==> src/rtl/occ_pkg.sv <==
package occ_pkg;

	typedef enum logic [2:0] {
		OP_TICK  = 3'd0,
		OP_START = 3'd1,
		OP_LONG  = 3'd2,
		OP_SHORT = 3'd3,
		OP_ADC   = 3'd4
	} op_t;

	typedef enum logic [1:0] {
		PH_CHOOSE = 2'd0,
		PH_RUN    = 2'd1,
		PH_DONE   = 2'd2
	} phase_t;

	typedef enum logic [2:0] {
		REG_LONG  = 3'd0,
		REG_SHORT = 3'd1,
		REG_TPS   = 3'd2,
		REG_HEAT  = 3'd3,
		REG_HOLD  = 3'd4
	} cfg_reg_t;

	localparam logic [2:0] LV_START = 3'b001;
	localparam logic [2:0] LV_LONG  = 3'b010;
	localparam logic [2:0] LV_SHORT = 3'b100;

	localparam int CFG_INDEX_W = 3;
	localparam int CFG_DATA_W  = 7;

	localparam int ADC_SCALE = 1000;
	localparam logic [9:0] TEMP_MAX = 10'd1000;
	localparam logic [6:0] TIME_MAX = 7'd99;

	localparam int M_FIELDS_W = 49;
	localparam int M_TDATA_W  = ((M_FIELDS_W + 7) / 8) * 8;

	typedef struct packed {
		phase_t     phase;
		logic [6:0] chosen;
		logic [6:0] remaining;
		logic       heater;
		logic [9:0] temp;
		logic       changed;
	} res_t;

	function automatic logic [6:0] cap99(input logic [6:0] v);
		cap99 = (v > TIME_MAX) ? TIME_MAX : v;
	endfunction

endpackage

==> src/rtl/occ_ingress.sv <==
module occ_ingress #(
	parameter int ADC_BITS = 10
) (
	input  logic                           clk,
	input  logic                           arst_n,
	input  logic                           s_tvalid,
	output logic                           s_tready,
	// [2:0] button_levels, [3 +: ADC_BITS] adc_value, zero fill above
	input  logic [((ADC_BITS+10)/8)*8-1:0] s_tdata,
	// [2:0] operation
	input  logic [2:0]                     s_tuser,
	input  logic                           take,
	output logic                           valid_s1,
	output occ_pkg::op_t                   op_s1,
	output logic [2:0]                     lv_s1,
	output logic [ADC_BITS+9:0]            prod_s1
);
	import occ_pkg::*;

	localparam int XW = ADC_BITS + 10;

	logic [XW-1:0] prod;

	assign prod     = XW'(s_tdata[3 +: ADC_BITS]) * XW'(ADC_SCALE);
	assign s_tready = !valid_s1 || take;

	always_ff @(posedge clk or negedge arst_n) begin
		if (!arst_n) begin
			valid_s1 <= 1'b0;
		end else if (s_tready) begin
			valid_s1 <= s_tvalid;
		end
	end

	always_ff @(posedge clk) begin
		if (s_tvalid && s_tready) begin
			op_s1   <= op_t'(s_tuser);
			lv_s1   <= s_tdata[2:0];
			prod_s1 <= prod;
		end
	end

endmodule

==> src/rtl/occ_core.sv <==
module occ_core #(
	parameter int ADC_BITS = 10
) (
	input  logic                                 clk,
	input  logic                                 arst_n,
	input  logic                                 valid_s1,
	input  occ_pkg::op_t                         op_s1,
	input  logic [2:0]                           lv_s1,
	input  logic [ADC_BITS+9:0]                  prod_s1,
	output logic                                 take,
	input  logic                                 cfg_valid,
	output logic                                 cfg_ready,
	input  logic [occ_pkg::CFG_INDEX_W-1:0]      cfg_index,
	input  logic [occ_pkg::CFG_DATA_W-1:0]       cfg_data,
	output logic                                 m_tvalid,
	input  logic                                 m_tready,
	output occ_pkg::res_t                        res_s2
);
	import occ_pkg::*;

	localparam int XW = ADC_BITS + 10;
	localparam int QW = XW + 1 - ADC_BITS;
	localparam logic [XW:0] FULL = (XW+1)'((2 ** ADC_BITS) - 1);

	logic [6:0] long_q, short_q, heat_q;
	logic [3:0] tps_q;
	logic [5:0] hold_lim_q;

	phase_t     phase_q, phase_d;
	logic [6:0] rem_q, rem_d, chosen_q, chosen_d;
	logic [3:0] ps_q, ps_d, ps_inc;
	logic [5:0] hold_q, hold_d;
	logic       heater_q, heater_d;
	logic [9:0] temp_q, temp_d;
	logic       chg;
	logic       valid_s2;

	logic [XW:0]   y, qf;
	logic [QW-1:0] q, qc;
	logic [9:0]    t;
	logic [10:0]   heat_lim;

	assign cfg_ready = 1'b1;
	assign take      = valid_s1 && (!valid_s2 || m_tready);
	assign m_tvalid  = valid_s2;

	// tenths = prod / (2^ADC_BITS - 1): series estimate, one correction step
	always_comb begin
		y  = {1'b0, prod_s1} + (XW+1)'(prod_s1 >> ADC_BITS)
			+ (XW+1)'(prod_s1 >> (2 * ADC_BITS));
		q  = y[XW:ADC_BITS];
		qf = {q, ADC_BITS'(0)} - (XW+1)'(q);
		qc = ({1'b0, prod_s1} >= qf + FULL) ? q + QW'(1) : q;
		t  = (qc > QW'(TEMP_MAX)) ? TEMP_MAX : qc[9:0];
		heat_lim = (11'(heat_q) + 11'd1) * 11'd10;
	end

	always_comb begin
		phase_d  = phase_q;
		rem_d    = rem_q;
		chosen_d = chosen_q;
		ps_d     = ps_q;
		hold_d   = hold_q;
		heater_d = heater_q;
		temp_d   = temp_q;
		chg      = 1'b0;
		ps_inc   = ps_q + 4'd1;
		unique case (op_s1)
			OP_TICK: begin
				if (phase_q == PH_RUN) begin
					if (ps_inc >= tps_q) begin
						ps_d = 4'd0;
						if (rem_q != 7'd0) begin
							rem_d = rem_q - 7'd1;
							chg   = 1'b1;
						end
						if (rem_q <= 7'd1) begin
							heater_d = 1'b0;
							phase_d  = PH_DONE;
							hold_d   = 6'd0;
							chg      = 1'b1;
						end
					end else begin
						ps_d = ps_inc;
					end
				end else if (phase_q == PH_DONE) begin
					if (7'(hold_q) + 7'd1 >= 7'(hold_lim_q)) begin
						phase_d  = PH_CHOOSE;
						chosen_d = 7'd0;
						hold_d   = 6'd0;
						chg      = 1'b1;
					end else begin
						hold_d = hold_q + 6'd1;
					end
				end
			end
			OP_START: begin
				if (lv_s1 == LV_START && phase_q == PH_CHOOSE && chosen_q != 7'd0) begin
					rem_d   = chosen_q;
					phase_d = PH_RUN;
					chg     = 1'b1;
				end
			end
			OP_LONG: begin
				if (lv_s1 == LV_LONG && phase_q == PH_CHOOSE) begin
					chosen_d = cap99(long_q);
					chg      = 1'b1;
				end
			end
			OP_SHORT: begin
				if (lv_s1 == LV_SHORT && phase_q == PH_CHOOSE) begin
					chosen_d = cap99(short_q);
					chg      = 1'b1;
				end
			end
			OP_ADC: begin
				if (phase_q == PH_RUN) begin
					temp_d   = t;
					heater_d = 11'(t) >= heat_lim;
					chg      = 1'b1;
				end
			end
			default: begin
			end
		endcase
	end

	always_ff @(posedge clk or negedge arst_n) begin
		if (!arst_n) begin
			long_q     <= 7'd60;
			short_q    <= 7'd15;
			tps_q      <= 4'd4;
			heat_q     <= 7'd50;
			hold_lim_q <= 6'd8;
		end else if (cfg_valid && cfg_ready) begin
			unique case (cfg_reg_t'(cfg_index))
				REG_LONG:  long_q     <= cfg_data[6:0];
				REG_SHORT: short_q    <= cfg_data[6:0];
				REG_TPS:   tps_q      <= cfg_data[3:0];
				REG_HEAT:  heat_q     <= cfg_data[6:0];
				REG_HOLD:  hold_lim_q <= cfg_data[5:0];
				default: begin
				end
			endcase
		end
	end

	always_ff @(posedge clk or negedge arst_n) begin
		if (!arst_n) begin
			phase_q  <= PH_CHOOSE;
			rem_q    <= 7'd0;
			chosen_q <= 7'd0;
			ps_q     <= 4'd0;
			hold_q   <= 6'd0;
			heater_q <= 1'b0;
			temp_q   <= 10'd0;
			valid_s2 <= 1'b0;
		end else begin
			if (take) begin
				phase_q  <= phase_d;
				rem_q    <= rem_d;
				chosen_q <= chosen_d;
				ps_q     <= ps_d;
				hold_q   <= hold_d;
				heater_q <= heater_d;
				temp_q   <= temp_d;
				valid_s2 <= 1'b1;
			end else if (m_tready) begin
				valid_s2 <= 1'b0;
			end
		end
	end

	always_ff @(posedge clk) begin
		if (take) begin
			res_s2.phase     <= phase_d;
			res_s2.chosen    <= chosen_d;
			res_s2.remaining <= rem_d;
			res_s2.heater    <= heater_d;
			res_s2.temp      <= temp_d;
			res_s2.changed   <= chg;
		end
	end

	a_run_has_time: assert property (@(posedge clk) disable iff (!arst_n)
		phase_q == PH_RUN |-> rem_q != 7'd0)
		else $error("running with no time left");

	a_heater_only_run: assert property (@(posedge clk) disable iff (!arst_n)
		heater_q |-> phase_q == PH_RUN)
		else $error("heater on outside running");

	a_choose_hold_clear: assert property (@(posedge clk) disable iff (!arst_n)
		phase_q == PH_CHOOSE |-> hold_q == 6'd0)
		else $error("hold count left over in choose");

	a_temp_range: assert property (@(posedge clk) disable iff (!arst_n)
		temp_q <= TEMP_MAX)
		else $error("temperature above full scale");

endmodule

==> src/rtl/occ_format.sv <==
module occ_format (
	input  occ_pkg::res_t                 res,
	output logic [occ_pkg::M_TDATA_W-1:0] m_tdata
);
	import occ_pkg::*;

	logic [14:0] rp;
	logic [3:0]  sec_tens, sec_units;
	logic [6:0]  sec_rest;
	logic [17:0] p1;
	logic [15:0] p2;
	logic [6:0]  q1;
	logic [3:0]  q2;
	logic [9:0]  dec_w;
	logic [6:0]  unit_w;
	logic        hund;
	logic [3:0]  t_tens, t_units, t_dec;

	always_comb begin
		rp        = 15'(res.remaining) * 15'd205;
		sec_tens  = rp[14:11];
		sec_rest  = res.remaining - 7'(sec_tens) * 7'd10;
		sec_units = sec_rest[3:0];

		p1     = 18'(res.temp) * 18'd205;
		p2     = 16'(res.temp) * 16'd41;
		q1     = p1[17:11];
		q2     = p2[15:12];
		dec_w  = res.temp - 10'(q1) * 10'd10;
		unit_w = q1 - 7'(q2) * 7'd10;
		hund   = res.temp >= TEMP_MAX;
		t_tens  = hund ? 4'd0 : q2;
		t_units = hund ? 4'd0 : unit_w[3:0];
		t_dec   = hund ? 4'd0 : dec_w[3:0];
	end

	assign m_tdata = {
		{(M_TDATA_W - M_FIELDS_W){1'b0}},
		res.changed, t_dec, t_units, t_tens, hund, res.temp, res.heater,
		sec_units, sec_tens, res.remaining, res.chosen, res.phase
	};

endmodule

==> src/rtl/oven_countdown_controller.sv <==
// Oven countdown controller: choose a time, run the countdown, finish, then
// return to choose after a hold counted in ticks.
// Input channel s_*: one event per transfer. s_tuser carries the operation
// (tick, start, long, short, ADC sample); s_tdata carries button levels and
// the converter reading. Output channel m_*: exactly one result per event,
// in order, with phase, times, digits, heater, temperature and a change flag.
// Configuration channel cfg_*: register writes by index, always ready; write
// only while no event is in flight.
// An event passes through the input register, then the state update that loads
// the result register. Throughput: one event per cycle while the receiver accepts
// results, set by the state update loop.
// A stalled receiver holds the result register; one more event waits in the
// input register, and s_tready drops only when both are full.
// Reset clears phase, countdown, selection, prescaler, hold, heater and
// temperature, and loads the configuration defaults.
module oven_countdown_controller #(
	parameter int ADC_BITS = 10
) (
	input  logic                                clk,
	input  logic                                arst_n,
	input  logic                                s_tvalid,
	output logic                                s_tready,
	// [2:0] button_levels, [3 +: ADC_BITS] adc_value, zero fill above
	input  logic [((ADC_BITS+10)/8)*8-1:0]      s_tdata,
	// [2:0] operation
	input  logic [2:0]                          s_tuser,
	input  logic                                cfg_valid,
	output logic                                cfg_ready,
	input  logic [occ_pkg::CFG_INDEX_W-1:0]     cfg_index,
	input  logic [occ_pkg::CFG_DATA_W-1:0]      cfg_data,
	output logic                                m_tvalid,
	input  logic                                m_tready,
	// [1:0] phase_now, [8:2] chosen_time, [15:9] seconds_left,
	// [19:16] seconds_tens, [23:20] seconds_units, [24] heater_on,
	// [34:25] temp_tenths_total, [35] temp_hundreds_digit,
	// [39:36] temp_tens_digit, [43:40] temp_units_digit,
	// [47:44] temp_decimal_digit, [48] screen_changed, zero fill above
	output logic [occ_pkg::M_TDATA_W-1:0]       m_tdata
);
	import occ_pkg::*;

	logic                  take;
	logic                  valid_s1;
	op_t                   op_s1;
	logic [2:0]            lv_s1;
	logic [ADC_BITS+9:0]   prod_s1;
	res_t                  res_s2;

	occ_ingress #(.ADC_BITS(ADC_BITS)) u_ingress (
		.clk      (clk),
		.arst_n   (arst_n),
		.s_tvalid (s_tvalid),
		.s_tready (s_tready),
		.s_tdata  (s_tdata),
		.s_tuser  (s_tuser),
		.take     (take),
		.valid_s1 (valid_s1),
		.op_s1    (op_s1),
		.lv_s1    (lv_s1),
		.prod_s1  (prod_s1)
	);

	occ_core #(.ADC_BITS(ADC_BITS)) u_core (
		.clk       (clk),
		.arst_n    (arst_n),
		.valid_s1  (valid_s1),
		.op_s1     (op_s1),
		.lv_s1     (lv_s1),
		.prod_s1   (prod_s1),
		.take      (take),
		.cfg_valid (cfg_valid),
		.cfg_ready (cfg_ready),
		.cfg_index (cfg_index),
		.cfg_data  (cfg_data),
		.m_tvalid  (m_tvalid),
		.m_tready  (m_tready),
		.res_s2    (res_s2)
	);

	occ_format u_format (
		.res     (res_s2),
		.m_tdata (m_tdata)
	);

endmodule

==> config.mk <==
export PLATFORM = sky130hd
export DESIGN_NAME = oven_countdown_controller
export DESIGN_NICKNAME = d
export VERILOG_FILES = /design/src/rtl/occ_pkg.sv /design/src/rtl/occ_ingress.sv /design/src/rtl/occ_core.sv /design/src/rtl/occ_format.sv /design/src/rtl/oven_countdown_controller.sv
export SDC_FILE = /design/constraint.sdc
export NUM_CORES = 1
export LEC_CHECK = 0
export BUFFER_PORTS_ARGS = -buffer_cell sky130_fd_sc_hd__buf_2
export CAP_MARGIN = 20
export CORE_MARGIN = 2
export CORE_UTILIZATION = 45
export CTS_CLUSTER_DIAMETER = 40
export DETAILED_ROUTE_END_ITERATION = 12
export PLACE_DENSITY = 0.73
export SYNTH_ARGS = -nofsm -noshare
export SYNTH_HDL_FRONTEND = slang
export SYNTH_HIERARCHICAL = 1
export SYNTH_SLANG_ARGS = --single-unit
==> constraint.sdc <==
create_clock -name clk -period 9.5 [get_ports clk]
set_clock_uncertainty 0.1 [all_clocks]
set_input_delay 1.9 -clock clk [delete_from_list [all_inputs] [get_ports clk]]
set_output_delay 1.9 -clock clk [all_outputs]
set_load 0.03 [all_outputs]
Yosys cells after proc, flatten, opt, wreduce, memory -nomap -nowiden
Cells that the tools add are included.

operators by class
  add/sub/neg operators = 12
  $mul = 8
  $lt $le $gt $ge = 9
  eq/ne operators = 15
  mux-type cells = 51
  reduce and logical (&&, ||, !) cells = 24

operators by type and width
  operator                                              number
  two-way mux 7 bit                                     11
  two-way mux 10 bit                                    3
  two-way mux 6 bit                                     5
  adder 20 x 10 -> 21 bit                               1
  adder 21 x 10 -> 21 bit, second input constant        1
  greater-or-equal comparator 20 x 21 -> 1 bit          1
  one-hot mux 7 bit (3 select lines)                    1
  subtractor 21 x 11 -> 21 bit                          1
  multiplier 10 x 8 -> 18 bit, second input constant    1
  multiplier 10 x 7 -> 17 bit, second input constant    1
  multiplier 10 x 6 -> 16 bit, second input constant    1
  two-way mux 1 bit                                     16
  two-way mux 4 bit                                     4
  == test 3 x 2 -> 1 bit, second input constant         5
  multiplier 7 x 8 -> 15 bit, second input constant     1
  > comparator 7 bit, second input constant             2
  one-hot mux 7 bit (2 select lines)                    1
  nonzero test 7 bit                                    2
  two-way mux 2 bit                                     6
  subtractor 4 bit                                      3
  adder 11 x 1 -> 11 bit, second input constant         1
  greater-or-equal comparator 10 x 11 -> 1 bit          1
  > comparator 11 x 10 -> 1 bit, second input constant  1
  multiplier 11 x 3 -> 10 bit, second input constant    1
  29 further kinds                                      48

word-level totals
  bits in registers = 121
  input bits = 34
  output and inout bits = 59
  word-level logic and storage cells = 142

Longest topological paths before layout
Gate-level depths: netlist of run 1.

  depth after elaboration = 10
  gate-level depth with buffers = 47
  mapped depth without buffers = 45

Modules after synthesis
The synthesis of run 1 kept the hierarchy.

by module, submodules not included
  module       times used  cells each  area each (µm²)  seq. area each (µm²)
  occ_core     1           806         7505.9           2583.7
  occ_format   1           372         3314.4           0.0
  occ_ingress  1           216         2479.9           715.7

Worst setup path after synthesis of run 1
Ideal clock, no wire load.

  path type = reg-to-reg
  start point = reg u_ingress.prod_s1[13]
  end point = reg, netlist name u_core/res_s2[11]
  library setup time = 0.262 ns
  arrival = 7.864 ns
  required time = 9.138 ns
  path slack = 1.274 ns
  cell stages (with the launch flop) = 47
  buffers on the path = 1
  clock period less this slack = 8.226 ns
  cell sequence = edfxtp_1 ha_1 o21a_1 o21ai_0 o21ai_0 a21oi_1 o311ai_0 and2_1 inv_1 ha_1 inv_1 ha_1 inv_1 fa_1 nor2_1 nor2_1 nor2_1 nor2_1 (+11 left out) a211oi_1 mux2_2 a211oi_4 or2_1 buf_6 nor2_1 ha_1 nor2b_1 o21a_1 o21a_1 o21a_1 o21a_1 o21a_1 o21a_1 o21ai_0 a21oi_1 o21ai_0 nand3_1

on the way
  word-level cells in the longest chain between the ends = 10
  elaborated cells between the ends (all ways) = 11
  those cells by class = add/sub (4); order compare (3); mux (4)

ends and longest elaborated chain
  item                                            RTL line           source
  start: declaration                              occ_ingress.sv:16  output logic [ADC_BITS+9:0] prod_s1
  start signal: assignment                        occ_ingress.sv:39  prod_s1 <= prod;
  adder 20 x 10 -> 21 bit                         occ_core.sv:49     y = {1'b0, prod_s1} + (XW+1)'(prod_s1 >> ADC_BITS)
  subtractor 21 x 11 -> 21 bit                    occ_core.sv:52     qf = {q, ADC_BITS'(0)} - (XW+1)'(q);
  adder 21 x 10 -> 21 bit                         occ_core.sv:53     qc = ({1'b0, prod_s1} >= qf + FULL) ? q + QW'(1) : q;
  greater-or-equal comparator 20 x 21 -> 1 bit    occ_core.sv:53
  two-way mux 11 bit *                            occ_core.sv:53
  > comparator 11 x 10 -> 1 bit                   occ_core.sv:54     t = (qc > QW'(TEMP_MAX)) ? TEMP_MAX : qc[9:0];
  two-way mux 10 bit *                            occ_core.sv:54
  greater-or-equal comparator 10 x 11 -> 1 bit *  occ_core.sv:119    heater_d = 11'(t) >= heat_lim;
  two-way mux 1 bit *                             occ_core.sv:117    if (phase_q == PH_RUN) begin
  one-hot mux 1 bit (2 select lines) *            occ_core.sv:68     unique case (op_s1)
  via u_core.heater_d                             occ_core.sv:33     logic heater_q, heater_d;

Mark *: on every way through the listed nets, which the timed path passes. The rest lies on a longest branch.
A chain may end at the register's enable or synchronous reset.

Worst setup path after layout of run 1
  start point = reg u_ingress.prod_s1[14]
  end point = reg, netlist name u_core/res_s2[11]

on the way
  word-level cells in the longest chain between the ends = 10
  elaborated cells between the ends (all ways) = 11
  those cells by class = add/sub (4); order compare (3); mux (4)

ends and longest elaborated chain
  item                                            RTL line
  adder 20 x 10 -> 21 bit                         occ_core.sv:49
  subtractor 21 x 11 -> 21 bit                    occ_core.sv:52
  adder 21 x 10 -> 21 bit                         occ_core.sv:53
  greater-or-equal comparator 20 x 21 -> 1 bit    occ_core.sv:53
  two-way mux 11 bit *                            occ_core.sv:53
  > comparator 11 x 10 -> 1 bit                   occ_core.sv:54
  two-way mux 10 bit *                            occ_core.sv:54
  greater-or-equal comparator 10 x 11 -> 1 bit *  occ_core.sv:119
  two-way mux 1 bit *                             occ_core.sv:117
  one-hot mux 1 bit (2 select lines) *            occ_core.sv:68
  via u_core.heater_d                             occ_core.sv:33

Marks and branches as above.

==> results of run 1 <==
timing repair:
action | CTS | global route
setup endpoints to repair | 0 | 1
gates resized for setup | 0 | 6
buffers inserted | 0 | 1
state kept, by name, summed over array words and instances, names as in the netlist:
signal,count
u_ingress/prod_s1,17
u_core/hold_q,6
u_core/temp_q,10
u_core/hold_lim_q,6
u_core/ps_q,4
u_core/heater_q,1
u_ingress/lv_s1,3
u_core/long_q,7
u_core/m_tvalid,1
u_ingress/valid_s1,1
u_core/phase_q,2
u_ingress/op_s1,3
u_core/rem_q,7
u_core/heat_q,7
u_core/res_s2,28
u_core/short_q,7
u_core/chosen_q,7
u_core/tps_q,4
how the worst max path moves through the flow:
stage / to / slack [ns]
finish: u_core/res_s2[11] / 0.73
global route: u_core/res_s2[11] / 0.02
CTS: u_core/res_s2[11] / 0.54
detailed placement: u_core/res_s2[11] / 0.59
global placement: u_core/res_s2[11] / 0.72
floorplan: u_core/res_s2[11] / 1.27
final cells by class:
class / instances / area share [%]
clock buffers: 17 / 2.93
clock inverters: 15 / 1.22
inverters: 199 / 5.16
multi-input cells: 1014 / 61.2
flip-flops and latches: 121 / 22.7
well taps: 384 / 3.31
repair buffers: 93 / 3.46
metal layers:
layer  vias up  GRT usage, %  part of all wire, %
li1       4906             -                    -
met4         0          5.17                  1.8
met3        44          2.23                  3.2
met5         -             0                    0
met2       208          31.8                   48
met1      4734          24.3                   47
worst max-delay path: cells and delay by family (launching register included):
family	cells	cell delay, ns
AO/OA/AOI/OAI	18	3.38
XOR/XNOR	2	0.60
adder cells (fa/ha/maj)	4	1.36
buffers and inverters	1	0.22
flip-flops	1	0.50
multiplexers	1	0.40
AND/OR/NAND/NOR	14	1.94
cells by family (layout without fill, tap and decap cells):
| kind of cell | Yosys count | in the layout | synth area share (%) |
|---|---|---|---|
| adders and majority gates | 299 | 299 | 31.6 |
| and+or+nand+nor | 319 | 319 | 11.8 |
| AOI/OAI and AO/OA | 269 | 269 | 14.2 |
| xor gates and xnor gates | 82 | 82 | 5.82 |
| other | 3 | 11 | 0.0847 |
| buffers and inverters | 267 | 324 | 8.82 |
| muxes | 34 | 34 | 2.85 |
| DFF | 121 | 121 | 24.8 |
Yosys cell counts (all sizes together), types with 6 or more instances:
cell	count
a211oi	15
a31oi	8
buf	46
ha	237
and3	10
clkbuf	22
a222oi	6
or3	6
nor3	18
nand2b	15
edfxtp	51
fa	62
nand2	92
o31ai	13
nand4	12
inv	199
dfrtp	57
nor2	78
o21ai	64
xnor2	56
o21a	11
and2	8
nor2b	11
o21bai	8
mux2	31
nand3	40
a21oi	62
dfstp	13
a21o	28
xor2	23
o211ai	6
through the flow:
stage,worst slack (ns),instances,util (%),hold WS (ns),area (um^2)
CTS,0.536,1840,50.0,0.384,14500
global placement,0.724,1808,47.9,0.359,13900
global route,0.0159,1843,50.2,0.401,14500
detailed placement,0.586,1808,47.9,0.368,13900
finish,0.727,1843,50.2,0.381,14500
floorplan,1.27,1402,-,0.348,13300
==> results by group, run 1 <==
Outcome
  • Status: completed

Clock tree
  • CTS Buffer Depth: 2
  • Clock sinks: between 100 and 150
  • Root Driver: clkbuf_16
  • Num CTS Buffers: 17
  • Clk slew on worst S/H paths: around 0.06 ns
  • Hold_buf cts: 0
  • Clock Latency Late Sink: 0.42 ns
  • H-tree Lvls: 4
  • TritonCTS clock tree: done

Floorplanning
  • Die area: slightly above 0.03 mm^2
  • Initial core utilization: between 40% and 50%
  • # IOs: 93
  • Die Y: roughly 180 um
  • Chip width: 176 um
  • Core area: slightly below 0.03 mm^2
  • # rows: 62

Synthesis
  • Post-Syn Area: around 0.013 mm^2
  • Yosys top cell area share: 22.3%
  • Synth warnings: 6
  • Dominant cell type by area after synthesis: ha_1
  • Post-synth EDFFs: 51
  • Synth area leaders: ha_1 22%, edfxtp_1 12%, dfrtp_1 11%, fa_1 9.3%, inv_1 5.6%
  • Top_reg_cell synth: dfrtp_1
  • Seq/Total Area, Yosys: approximately 25%
  • Post-Syn Instances: approximately 1400
  • Fraction of registers with async set or reset after synthesis: between 50% and 60%
  • Distinct cells, synth: 79
  • Post-Syn Area per Cell: 9.54 um^2
  • Flop and latch count out of synthesis: around 120

Global route
  • Largest net degree at the start of global routing: 71
  • First-pass GRT wire length: about 47000 um
  • Vias in the first global route: roughly 10000
  • Gr ovfl total: 0
  • Initial antenna violation count: 0
  • Global-route usage over all layers: between 10% and 20%

Drt
  • Post-DRT Antenna Nets: 0
  • Via count: around 10000
  • DRT iter0 DRCs: around 550
  • Total wire length: 27200 um
  • Vias/cell: between 5 and 6
  • # DRC: 0
  • Drt pass-1 iters: 5
  • Routed len/inst: ~15 um

Critical path
  • Worst path max stage delay: roughly 0.5 ns
  • R2r startpoint: u_ingress/prod_s1[14]
  • Path depth of the worst reg2reg path: 40
  • Crit-path slowest cell: edfxtp_1
  • Crit path launch type: flop
  • RR Endpoint: u_core/res_s2[11]
  • Maximum fanout along the worst path: 8
  • CP endpoint kind: flop
  • Setup CP Type: flop to flop
  • Reg2reg setup slack: slightly above 0.7 ns
  • WP data required: about 9.6 ns
  • Worst setup path start: u_ingress/prod_s1[14]
  • CP arrival: between 8 and 9 ns

STA
  • Final Hold Viols: 0
  • RSZ-0062 raised after global routing: no
  • Fmax: 114 MHz
  • Min Clock Period, post-route: around 8.8 ns
  • Final setup viols: 0
  • Final slew viol count: 0
  • Setup_tns: 0 ns
  • Worst-margin pin slew: approximately 1 ns
  • Crit share post-route: slightly above 90%
  • Max-slew headroom: a little under a third

Cells and area
  • Most common cell after layout, fill and taps aside: ha_1
  • # fillers: between 2000 and 3000
  • Fin nets: roughly 1800
  • Area delta synth->final: 9.21%
  • Ratio of cells with drive above 1 in the final layout: 13.7%
  • Multi-input gate area: roughly 0.0089 mm^2
  • Most frequent cells in the layout: 237 x ha_1, 198 x inv_1, 92 x nand2_1
  • Storage element area: approximately 0.0033 mm^2
  • Diodes inserted: 0

Placement
  • Port bufs: 81
  • DP Wirelength: between 20000 and 25000 um
  • Routability congestion estimate: 0.922

Hold path
  • Hold Startpoint: u_core/temp_q[1]
  • Hold Path Sink: u_core/temp_q[1]
  • Hold Path Class: flop to flop
  • Hold Crit Depth: 2

Flow run
  • Maxcap violations: 0
Power of run 1 is not shown: default switching activity piles up to over one toggle a cycle in this logic, so the estimate is an artifact.
==> inputs of run 2 (changes only) <==
--- a/config.mk
+++ b/config.mk
@@ -8,10 +8,10 @@
 export BUFFER_PORTS_ARGS = -buffer_cell sky130_fd_sc_hd__buf_2
 export CAP_MARGIN = 20
 export CORE_MARGIN = 2
-export CORE_UTILIZATION = 45
+export CORE_UTILIZATION = 25
 export CTS_CLUSTER_DIAMETER = 40
 export DETAILED_ROUTE_END_ITERATION = 12
-export PLACE_DENSITY = 0.73
+export PLACE_DENSITY = 0.51
 export SYNTH_ARGS = -nofsm -noshare
 export SYNTH_HDL_FRONTEND = slang
 export SYNTH_HIERARCHICAL = 1
==> run 2 against run 1 <==
  * Register-to-register slack lost 0.19 ns
  * Via count decreased by 0.97%
  * Largest cell class unchanged
  * Non-clock buffer count rose by 1
  * Routed wire length increased by 10%
  * Critical path type unchanged
==> results by group, run 2 (same netlist as run 1, synthesis figures left out) <==
Cells and area
  • Most frequent cells in the layout: 237 x ha_1, 198 x inv_1, 92 x nand2_1
  • Max reg flops: 28
  • Fin nets: between 1500 and 2000
  • Diodes inserted: 0
  • Top reg by flops: u_core/res_s2
  • Largest registers: u_core/res_s2: 28 flops, u_ingress/prod_s1: 17 flops, u_core/temp_q: 10 flops
  • Ratio of cells with drive above 1 in the final layout: a little over an eighth
  • Design area: between 0.01 and 0.015 mm^2
  • Most common cell after layout, fill and taps aside: ha_1
  • Area delta synth->final: 12.1%

Hold path
  • Hold Crit Depth: 2
  • Hold Path Sink: u_core/temp_q[8]
  • Hold Startpoint: u_core/temp_q[8]
  • Hold Path Class: flop to flop

Critical path
  • Reg2reg setup slack: 0.54 ns
  • Maximum fanout along the worst path: 8
  • Path depth of the worst reg2reg path: 46
  • Worst setup path start: u_ingress/prod_s1[13]
  • R2r startpoint: u_ingress/prod_s1[13]
  • Setup CP Type: flop to flop
  • CP endpoint kind: flop
  • Worst path max stage delay: 0.52 ns
  • WP data required: between 9 and 10 ns
  • Crit path launch type: flop
  • Most used cell, CP: o21a_1
  • CP arrival: ~9 ns
  • Crit-path slowest cell: edfxtp_1
  • RR Endpoint: u_core/res_s2[11]

Drt
  • Vias/cell: roughly 4.6
  • Via count: about 9800
  • Post-DRT Antenna Nets: 0
  • DRT iter0 DRCs: ~510
  • Routed len/inst: roughly 14 um
  • # DRC: 0
  • Drt pass-1 iters: 6
  • Total wire length: ~30000 um

Clock tree
  • Root Driver: clkbuf_16
  • Num CTS Buffers: 17
  • # Post-CTS Setup Buffers: 0
  • Clock Latency Late Sink: around 0.42 ns
  • H-tree Lvls: 4
  • CTS Buffer Depth: 2
  • Clock sinks: roughly 120
  • Clk slew on worst S/H paths: ~0.060 ns
  • TritonCTS clock tree: done

STA
  • Min Clock Period, post-route: around 9 ns
  • Max-slew headroom: ~39%
  • Fmax: between 100 and 150 MHz
  • Final Hold Viols: 0
  • Hold Slack: ~0.38 ns
  • Worst-margin pin slew: roughly 0.92 ns
  • Setup_tns: 0 ns
  • Final slew viol count: 0
  • Crit share post-route: between 90% and 100%
  • Final setup viols: 0

Floorplanning
  • # IOs: 93
  • Core area: ~0.053 mm^2
  • # rows: 84
  • Die Y: about 230 um
  • Die area: ~0.055 mm^2
  • Initial core utilization: 25.3%
  • Chip width: 235 um

Placement
  • Routability congestion estimate: between 0.8 and 0.9
  • Port bufs: 81
  • Cell area after placement: roughly 0.014 mm^2
  • DP Wirelength: 24100 um

Global route
  • Gr ovfl total: 0
  • Largest net degree at the start of global routing: approximately 70
  • Initial antenna violation count: 0
  • First-pass GRT wire length: roughly 50000 um
  • Vias in the first global route: ~9700
  • Global-route usage over all layers: 11.0%

Flow run
  • Maxcap violations: 0

Outcome
  • Status: completed
## run 2: how the worst max path moves through the flow
stage                                    to  slack, ns  cells past startpoint
after floorplan           u_core/res_s2[11]       1.27                     46
after global placement    u_core/res_s2[11]       0.50                     46
after detailed placement  u_core/res_s2[11]       0.44                     46
after CTS                 u_core/res_s2[11]       0.39                     46
after global routing      u_core/res_s2[11]      -0.05                     46
final                     u_core/res_s2[11]       0.54                     46
## run 2: critical path: cells and delay by family (launching register included)
kind / cells / cell delay, ns
buf+inv: 4 / 0.42
compound gates: 22 / 3.96
flops: 1 / 0.52
xor+xnor: 1 / 0.10
mux: 1 / 0.40
simple gates: 12 / 1.47
fa+ha+maj: 6 / 1.71
## run 2: per-layer routing
metal  GRT usage (%)  share of wire [%]
met3            1.56                3.3
met4            2.40               0.95
met1            15.4                 50
met5               0                  0
met2            17.8                 46
## run 2: area by class of cell
type                       count  area [um^2]
clock buffer                  20          458
clock inverter                12          135
sequential                   121         3300
tap                          688          861
multi-input combinational   1014         8900
timing repair buffer          94          503
fill                        5536        37600
inverter                     199          749
## run 2: metrics by stage
step	worst slack, ns	util [%]	cells
4_1_cts	0.389	28.3	2147
2_1_floorplan	1.27	-	1402
3_3_place_gp	0.495	27.1	2115
6_report	0.537	28.4	2148
5_1_grt	-0.0548	28.4	2148
3_5_place_dp	0.438	27.1	2115
## run 2: what timing repair did
item | in CTS | in global routing
hold buffers | 0 | 0
setup endpoints to repair | 0 | 2
gates resized for setup | 0 | 8
Power of run 2 is left out for the same reason.
